--- src/cfe_pkg.sv ---
// Shared types, constants and helper functions for the cuckoo filter engine.
// No dependencies; the files that use it refer to this package by scoped names.
package cfe_pkg;

  localparam int BUCKET_COUNT     = 1024;
  localparam int SLOTS_PER_BUCKET = 4;
  localparam int MAX_KICKS        = 512;

  localparam int BKT_W    = $clog2(BUCKET_COUNT);
  localparam int SLOT_W   = $clog2(SLOTS_PER_BUCKET);
  localparam int FP_W     = 16;
  localparam int BUCKET_W = FP_W * SLOTS_PER_BUCKET;
  localparam int KICK_W   = $clog2(MAX_KICKS + 1);
  localparam int CNT_W    = 13;
  localparam int HASH_W   = 64;

  localparam logic [CNT_W-1:0] COUNT_MAX  = 13'd8191;
  localparam logic [15:0]      LFSR_TAPS  = 16'hB400;
  localparam logic [15:0]      SEED_RESET = 16'd44257;

  localparam logic [63:0] XP1 = 64'h9E3779B185EBCA87;
  localparam logic [63:0] XP2 = 64'hC2B2AE3D27D4EB4F;
  localparam logic [63:0] XP3 = 64'h165667B19E3779F9;
  localparam logic [63:0] XP5 = 64'h27D4EB2F165667C5;
  localparam logic [63:0] H0  = 64'd1 + XP5 + 64'd2;

  typedef enum logic [1:0] {
    OP_QUERY  = 2'd0,
    OP_INSERT = 2'd1,
    OP_DELETE = 2'd2,
    OP_CLEAR  = 2'd3
  } op_t;

  // Result codes: NO is absent or duplicate, YES is hit, stored or cleared
  localparam logic [1:0] ST_NO   = 2'd0;
  localparam logic [1:0] ST_YES  = 2'd1;
  localparam logic [1:0] ST_FAIL = 2'd2;

  typedef struct packed {
    logic            start;
    logic [FP_W-1:0] fp;
  } hash_req_t;

  typedef struct packed {
    logic             done;
    logic [BKT_W-1:0] top;
  } hash_rsp_t;

  typedef struct packed {
    logic              hit;
    logic [SLOT_W-1:0] idx;
  } slot_hit_t;

  // First slot of a bucket holding the given value
  function automatic slot_hit_t find_slot(input logic [BUCKET_W-1:0] b,
                                          input logic [FP_W-1:0] v);
    slot_hit_t r;
    r.hit = 1'b0;
    r.idx = '0;
    for (int i = SLOTS_PER_BUCKET - 1; i >= 0; i--) begin
      if (b[i*FP_W +: FP_W] == v) begin
        r.hit = 1'b1;
        r.idx = SLOT_W'(i);
      end
    end
    return r;
  endfunction

  function automatic logic [BUCKET_W-1:0] set_slot(input logic [BUCKET_W-1:0] b,
                                                   input logic [SLOT_W-1:0] idx,
                                                   input logic [FP_W-1:0] v);
    logic [BUCKET_W-1:0] r;
    r = b;
    r[idx*FP_W +: FP_W] = v;
    return r;
  endfunction

endpackage

--- src/cfe_hash.sv ---
// Fingerprint hash unit: 64-bit avalanche hash over two fingerprint bytes,
// built on one shared 32x32 multiplier. Depends on cfe_pkg.
module cfe_hash (
  input  logic               clk,
  input  logic               rst,
  input  cfe_pkg::hash_req_t req,
  output cfe_pkg::hash_rsp_t rsp
);

  typedef enum logic [2:0] {
    PH_LOAD,
    PH_LL,
    PH_LH,
    PH_HL,
    PH_POST
  } ph_t;

  localparam logic [2:0] LAST_MUL = 3'd5;

  ph_t                       ph;
  logic                      busy;
  logic                      done;
  logic [2:0]                k;
  logic [cfe_pkg::FP_W-1:0]  fp_r;
  logic [63:0]               h;
  logic [63:0]               a_reg;
  logic [63:0]               prod;
  logic [63:0]               acc;
  logic [63:0]               b_const;
  logic [63:0]               a_next;
  logic [63:0]               r_full;
  logic [63:0]               h_next;
  logic [31:0]               mul_x;
  logic [31:0]               mul_y;
  logic [63:0]               mul_out;

  always_comb begin
    case (k)
      3'd0, 3'd2: b_const = cfe_pkg::XP5;
      3'd1, 3'd3: b_const = cfe_pkg::XP1;
      3'd4:       b_const = cfe_pkg::XP2;
      default:    b_const = cfe_pkg::XP3;
    endcase
  end

  // Operand going into each multiplication
  always_comb begin
    case (k)
      3'd0:    a_next = {56'd0, fp_r[7:0]};
      3'd2:    a_next = {56'd0, fp_r[15:8]};
      3'd1,
      3'd3:    a_next = {h[52:0], h[63:53]};
      3'd4:    a_next = h ^ (h >> 33);
      default: a_next = h ^ (h >> 29);
    endcase
  end

  assign r_full = {acc[63:32] + prod[31:0], acc[31:0]};

  always_comb begin
    case (k)
      3'd0:    h_next = cfe_pkg::H0 ^ r_full;
      3'd2:    h_next = h ^ r_full;
      3'd5:    h_next = r_full ^ (r_full >> 32);
      default: h_next = r_full;
    endcase
  end

  // Partial products of the low 64 bits: lo*lo, lo*hi, hi*lo
  assign mul_x   = (ph == PH_HL) ? a_reg[63:32] : a_reg[31:0];
  assign mul_y   = (ph == PH_LH) ? b_const[63:32] : b_const[31:0];
  assign mul_out = 64'(mul_x) * 64'(mul_y);

  always_ff @(posedge clk) begin
    if (rst) begin
      busy <= 1'b0;
      done <= 1'b0;
      ph   <= PH_LOAD;
      k    <= '0;
    end else begin
      done <= 1'b0;
      if (!busy) begin
        if (req.start) begin
          busy <= 1'b1;
          fp_r <= req.fp;
          k    <= '0;
          ph   <= PH_LOAD;
        end
      end else begin
        case (ph)
          PH_LOAD: begin
            a_reg <= a_next;
            ph    <= PH_LL;
          end
          PH_LL: begin
            prod <= mul_out;
            ph   <= PH_LH;
          end
          PH_LH: begin
            acc  <= prod;
            prod <= mul_out;
            ph   <= PH_HL;
          end
          PH_HL: begin
            acc[63:32] <= acc[63:32] + prod[31:0];
            prod       <= mul_out;
            ph         <= PH_POST;
          end
          PH_POST: begin
            h  <= h_next;
            ph <= PH_LOAD;
            if (k == LAST_MUL) begin
              busy <= 1'b0;
              done <= 1'b1;
            end else begin
              k <= k + 3'd1;
            end
          end
          default: ph <= PH_LOAD;
        endcase
      end
    end
  end

  assign rsp.done = done;
  assign rsp.top  = h[63 -: cfe_pkg::BKT_W];

endmodule

--- config.mk ---
export PLATFORM = sky130hd
export DESIGN_NAME = cfe_hash
export DESIGN_NICKNAME = d
export VERILOG_FILES = /design/src/cfe_pkg.sv /design/src/cfe_hash.sv
export SDC_FILE = /design/constraint.sdc
export NUM_CORES = 2
export LEC_CHECK = 0
export ABC_AREA = 1
export BUFFER_PORTS_ARGS = -buffer_cell sky130_fd_sc_hd__buf_4
export CORE_MARGIN = 1.5
export CORE_UTILIZATION = 65
export CTS_BUF_LIST = sky130_fd_sc_hd__clkbuf_2 sky130_fd_sc_hd__clkbuf_4 sky130_fd_sc_hd__clkbuf_8
export CTS_CLUSTER_SIZE = 14
export DETAILED_ROUTE_END_ITERATION = 12
export PLACE_DENSITY = 0.81
export SLEW_MARGIN = 20
export SYNTH_ARGS = -nofsm -noshare
export SYNTH_HDL_FRONTEND = slang
export SYNTH_SLANG_ARGS = --single-unit
export TNS_END_PERCENT = 50
--- constraint.sdc ---
create_clock -name clk -period 9.15 [get_ports clk]
set_clock_uncertainty 0.1 [all_clocks]
set_input_delay 1.83 -clock clk [delete_from_list [all_inputs] [get_ports clk]]
set_output_delay 1.83 -clock clk [all_outputs]
set_load 0.02 [all_outputs]
# Yosys cells after proc, flatten, opt, wreduce, memory -nomap -nowiden
# Index checks and enable logic that the tools add are counted.
# word_totals
regBits	280
latch_bits	0
mem_bits_rw	0
romBits	0
input_bits	19
output_inout_bits	11
elab_cells	64
n_memories	0
# op_classes
addsub	2
mul	1
n_div	0
magnitude_cmp	0
eq_ne	11
shift	0
mux	17
n_bitwise	8
reduce_logical	15
# op_table
op	n
$pmux W64 S3	2
$pmux W64 S4	1
$mul A32 B32 Y64	1
$mux W32	2
$pmux W32 S2	1
$xor A64 B31 Y64	1
$xor A64 B32 Y64	1
$xor A64 B35 Y64	1
$xor A64 B64 Y64	1
$not A34 Y34	1
$add A32 B32 Y32	1
$reduce_and A3 Y1	7
$mux W3	5
$eq A3 B2 Y1 const B	4
$pmux W3 S4	1
$eq A3 B3 Y1 const B	3
$eq A3 B1 Y1 const B	2
$logic_not A3 Y1	2
$reduce_or A3 Y1	2
$mux W1	5
$reduce_bool A2 Y1	2
$reduce_or A2 Y1	2
$add A3 B1 Y3 const B	1
$not A1 Y1	3
2 further kinds	2

# Longest topological paths before layout
# depth
word_depth	5
depth_mapped	42
mapped_depth_nobuf	41

# Worst setup path before layout
# No wires, ideal clock.
# synth_path
path_type	reg-to-reg
startpoint	register k[0]
endpoint	register prod[62] (data pin)
setup_time_ns	0.252
t_arrival_ns	7.381
required_time_ns	8.798
setup_slack_ns	1.416
stages_incl_launch_ff	37
path_buffers	2
period_less_slack_ns	7.734
path_cell_list	dfxtp_1 -> ha_1 -> ha_1 -> a21oi_4 -> inv_2 -> nand2_2 -> inv_2 -> nor2_1 -> inv_2 -> nor2_1 -> buf_2 -> buf_2 -> nor2_1 -> fa_1 -> fa_1 -> inv_1 -> fa_1 -> fa_1 -> inv_1 -> fa_1 -> fa_1 -> fa_1 -> inv_1 -> fa_1 -> inv_1 -> ha_1 -> nand2_1 -> nor2_1 -> inv_1 -> nor2_1 -> inv_1 -> nor3_1 -> nand2_1 -> nand3_1 -> nand3_1 -> nand3_1 -> nand2_1
# synth_via
elab_chain_cells	5
word_cells_on_any_way	10
classes_between	1 x mul; 4 x eq/ne; 2 x mux; 3 x reduce/logical
# synth_lines
element	line	source
from (decl)	cfe_hash.sv:23	logic [2:0] k;
from (signal assigned)	cfe_hash.sv:116	k <= k + 3'd1;
$eq A3 B1 Y1 (tied with other cells)	cfe_hash.sv:38	case (k)
$reduce_or A2 Y1	cfe_hash.sv:38	
$pmux W64 S3 *	cfe_hash.sv:38	
$mux W32 *	cfe_hash.sv:71	assign mul_y = (ph == PH_LH) ? b_const[63:32] : b_const[31:0];
$mul A32 B32 Y64 *	cfe_hash.sv:72	assign mul_out = 64'(mul_x) * 64'(mul_y);
net mul_out[62]	cfe_hash.sv:35	logic [63:0] mul_out;
to (signal assigned)	cfe_hash.sv:96	prod <= mul_out;
to (signal assigned)	cfe_hash.sv:101	prod <= mul_out;
to (signal assigned)	cfe_hash.sv:106	prod <= mul_out;
to (decl)	cfe_hash.sv:27	logic [63:0] prod;
# The timed path passes the listed nets; every way through them passes the cells marked *.
# A chain may end at the register's enable or synchronous reset.

# Worst setup path after layout
# layout_path
startpoint	register k[0]
endpoint	register prod[23] (data pin)
# The elaborated chain is that of the path after synthesis.

==> results.yml <==
critical_path:
  worstReg2RegEnd: "prod[23]$_DFFE_PP_"
  critPathMaxStageDelay_ps: 630
  crit_start: "k[0]$_SDFFE_PP0P_"
  worst-setup-path-type: "reg -> reg"
  startpoint_type: "register"
  crit_arrival_ps: 9200
  cpMostUsedCell: "fa_1"
  cp_data_required_time_ps: 9390
  reg2reg_from: "k[0]$_SDFFE_PP0P_"
  worstSetupEndpoint: "prod[23]$_DFFE_PP_"
  slowest_stage: "fa_1"
  worstRegToRegCells: 29
  r2r_slack_ps: 190
  end_kind: "register"
  crit_path_max_fanout: 20
synth:
  synth.most_common_cell: "inv_1"
  ys_warn_count: 0
  syn-cell-area_um2: 48200
  synth_adder_area_share: 0.443
  synthXorXnorAreaFrac: 0.0171
  synth_area_leaders: "fa_1, edfxtp_1, inv_1, ha_1, nand2_1"
  synthFlopType: "edfxtp_1"
  synth_top_area_frac: 0.356
  synthSimpleGateAreaFrac: 0.170
  synth_enable_flop_cells: 272
  syn_area_per_cell_um2: 8.33
  synth.area.mux_share: 0
  async_flop_share: 0
  ys_ff_latch: 280
  ys_seq_area_frac: 0.173
  synth.largest_area_cell: "fa_1"
  synth_top_family_by_area: "adder cells"
  yosys-top-cells-count: "inv_1, nand2_1, fa_1"
  syn-num-nets: 7003
  synth-compound-area-share: 0.0678
  synth.distinct_cells: 53
  synth_cells: 5789
clocking:
  numCtsBuffers: 43
  clock_sinks: 280
  clk_pin_slew_ps: 70
  hold_buffers: 0
  htreeDepth: 2
  cts_tree: "yes"
  cts_root_buf: "clkbuf_8"
  clk_latency_ps: 620
  cts_max_path_buffers: 3
sta:
  hold_violations: 0
  final-setup-viol-count: 0
  report.final.slew_viol_count: 0
  slew_headroom: 0.265
  fmaxAchievable_ghz: 0.112
  finalCritPeriodShare: 0.979
  whs_ps: 369
  fin_crit_ps: 8960
  postLayoutSetupSlackWorst_ps: 188
  rsz0062_at_grt: "true"
  tightest_slew_ps: 1100
drt:
  vias: 41800
  firstDrtPassIters: 7
  final_antenna_net_count: 0
  drt_wl_total_um: 180000
  routedWlPerCell_um: 26.2
  drc_errors: 0
  avgViaCountPerCell: 6.09
  drt_iter0_drc: 6376
finish:
  drive_above_1_share: 0.0667
  design_area_um2: 51200
  fillers: 6019
  nets: 7078
  final_core_util: 0.700
  area_growth_pct: 6.21
global_route:
  grt_antenna_before_repair: 8
  grt_pass1_wl_um: 263000
  grt.total_usage: 0.484
  gr-total-overflow: 0
  grt_max_degree: 65
  grt_pass1_vias: 41100
floorplan:
  fp-row-count: 99
  ios: 30
  dieHeight_um: 275
  coreArea_um2: 73200
  initial_core_util: 0.659
  dieArea_um2: 75900
  die_x_um: 275
place:
  port_buffers: 29
  gp_congestion: 1.15
  placed_cell_area_um2: 50200
  dp_worst_setup_slack_ps: 114
  dp_hpwl_um: 151000
hold_path:
  hold_path.class: "reg -> reg"
flow_run:
  maxCapViolCount: 0
run_status:
  outcome: "finished, final reports clean"
## logic make-up (layout without fill, tap and decap cells)
kind of cell / count (synthesis) / in the layout
adders and majority gates: 1195 / 1195
other: 0 / 3
and+or+nand+nor: 2036 / 2036
buffers and inverters: 1630 / 1736
xor gates and xnor gates: 94 / 94
AOI/OAI and AO/OA: 554 / 554
DFF: 280 / 280
## cells in the final DEF (no fill, tap or decap), types with 16 or more instances in the layout
master    count
xor2_1       58
nor3_1       20
o22ai_1      40
nand4_1      21
nor2_2       17
o21ai_0     212
clkbuf_8     47
edfxtp_1    272
nor2_1      773
o21ai_2      17
nand2_1     962
or2_2        32
o211ai_1     16
a21oi_1     152
xnor2_1      35
inv_2        29
o21bai_1     23
inv_1      1427
clkinv_1     16
buf_4       175
nand3_1     163
fa_1        858
ha_1        336
## cell type report
cell class | instances | area [um^2] | share of cell area
timing repair buffer | 188 | 1540 | 0.0300
tap | 959 | 1200 | 0.0234
inverter | 1472 | 5550 | 0.108
multi-input combinational | 3879 | 33800 | 0.659
clock buffer | 58 | 729 | 0.0142
clock inverter | 18 | 118 | 0.00230
sequential | 280 | 8330 | 0.163
antenna | 3 | 7.51 | 0.000147
## layer usage
layer	vias up	track usage	wire, um
met5	-	0.0100	107
met2	3450	0.660	71600
met1	20000	0.666	64800
met3	751	0.175	29800
li1	17600	-	-
met4	10	0.279	13700
## how the worst min path moves through the flow
| stage | cells after the start | end | slack [ps] | startpoint |
|---|---|---|---|---|
| finish | 0 | acc[21]$_DFFE_PP_ | 370 | prod[21]$_DFFE_PP_ |
| global route | 0 | acc[0]$_DFFE_PP_ | 390 | prod[0]$_DFFE_PP_ |
| CTS | 0 | acc[0]$_DFFE_PP_ | 380 | prod[0]$_DFFE_PP_ |
| detailed placement | 0 | acc[21]$_DFFE_PP_ | 370 | prod[21]$_DFFE_PP_ |
| global placement | 0 | acc[0]$_DFFE_PP_ | 340 | prod[0]$_DFFE_PP_ |
| floorplan | 0 | acc[0]$_DFFE_PP_ | 330 | prod[0]$_DFFE_PP_ |
## critical path: cells and delay by family, from the launching register on
kind / cells / cell delay [ps]
flops: 1 / 350
buf+inv: 8 / 1030
xor+xnor: 1 / 440
fa+ha+maj: 11 / 4980
compound gates: 3 / 570
simple gates: 6 / 1210
## per-stage QoR
step | setup TNS (ps) | cells
after floorplan | 0 | 5789
after global placement | 0 | 6770
after detailed placement | 0 | 6770
after CTS | 0 | 6846
after global routing | -61.4 | 6854
final | 0 | 6857
## repair_timing
| item | in CTS | in global routing |
|---|---|---|
| endpoints found under the setup margin | 0 | 40 |
| resized for setup | 0 | 32 |
| setup buffers | 0 | 8 |
Power is left out: the tool's default activity adds up to more than one toggle a clock period on the data nets, which glitch-free logic cannot reach.
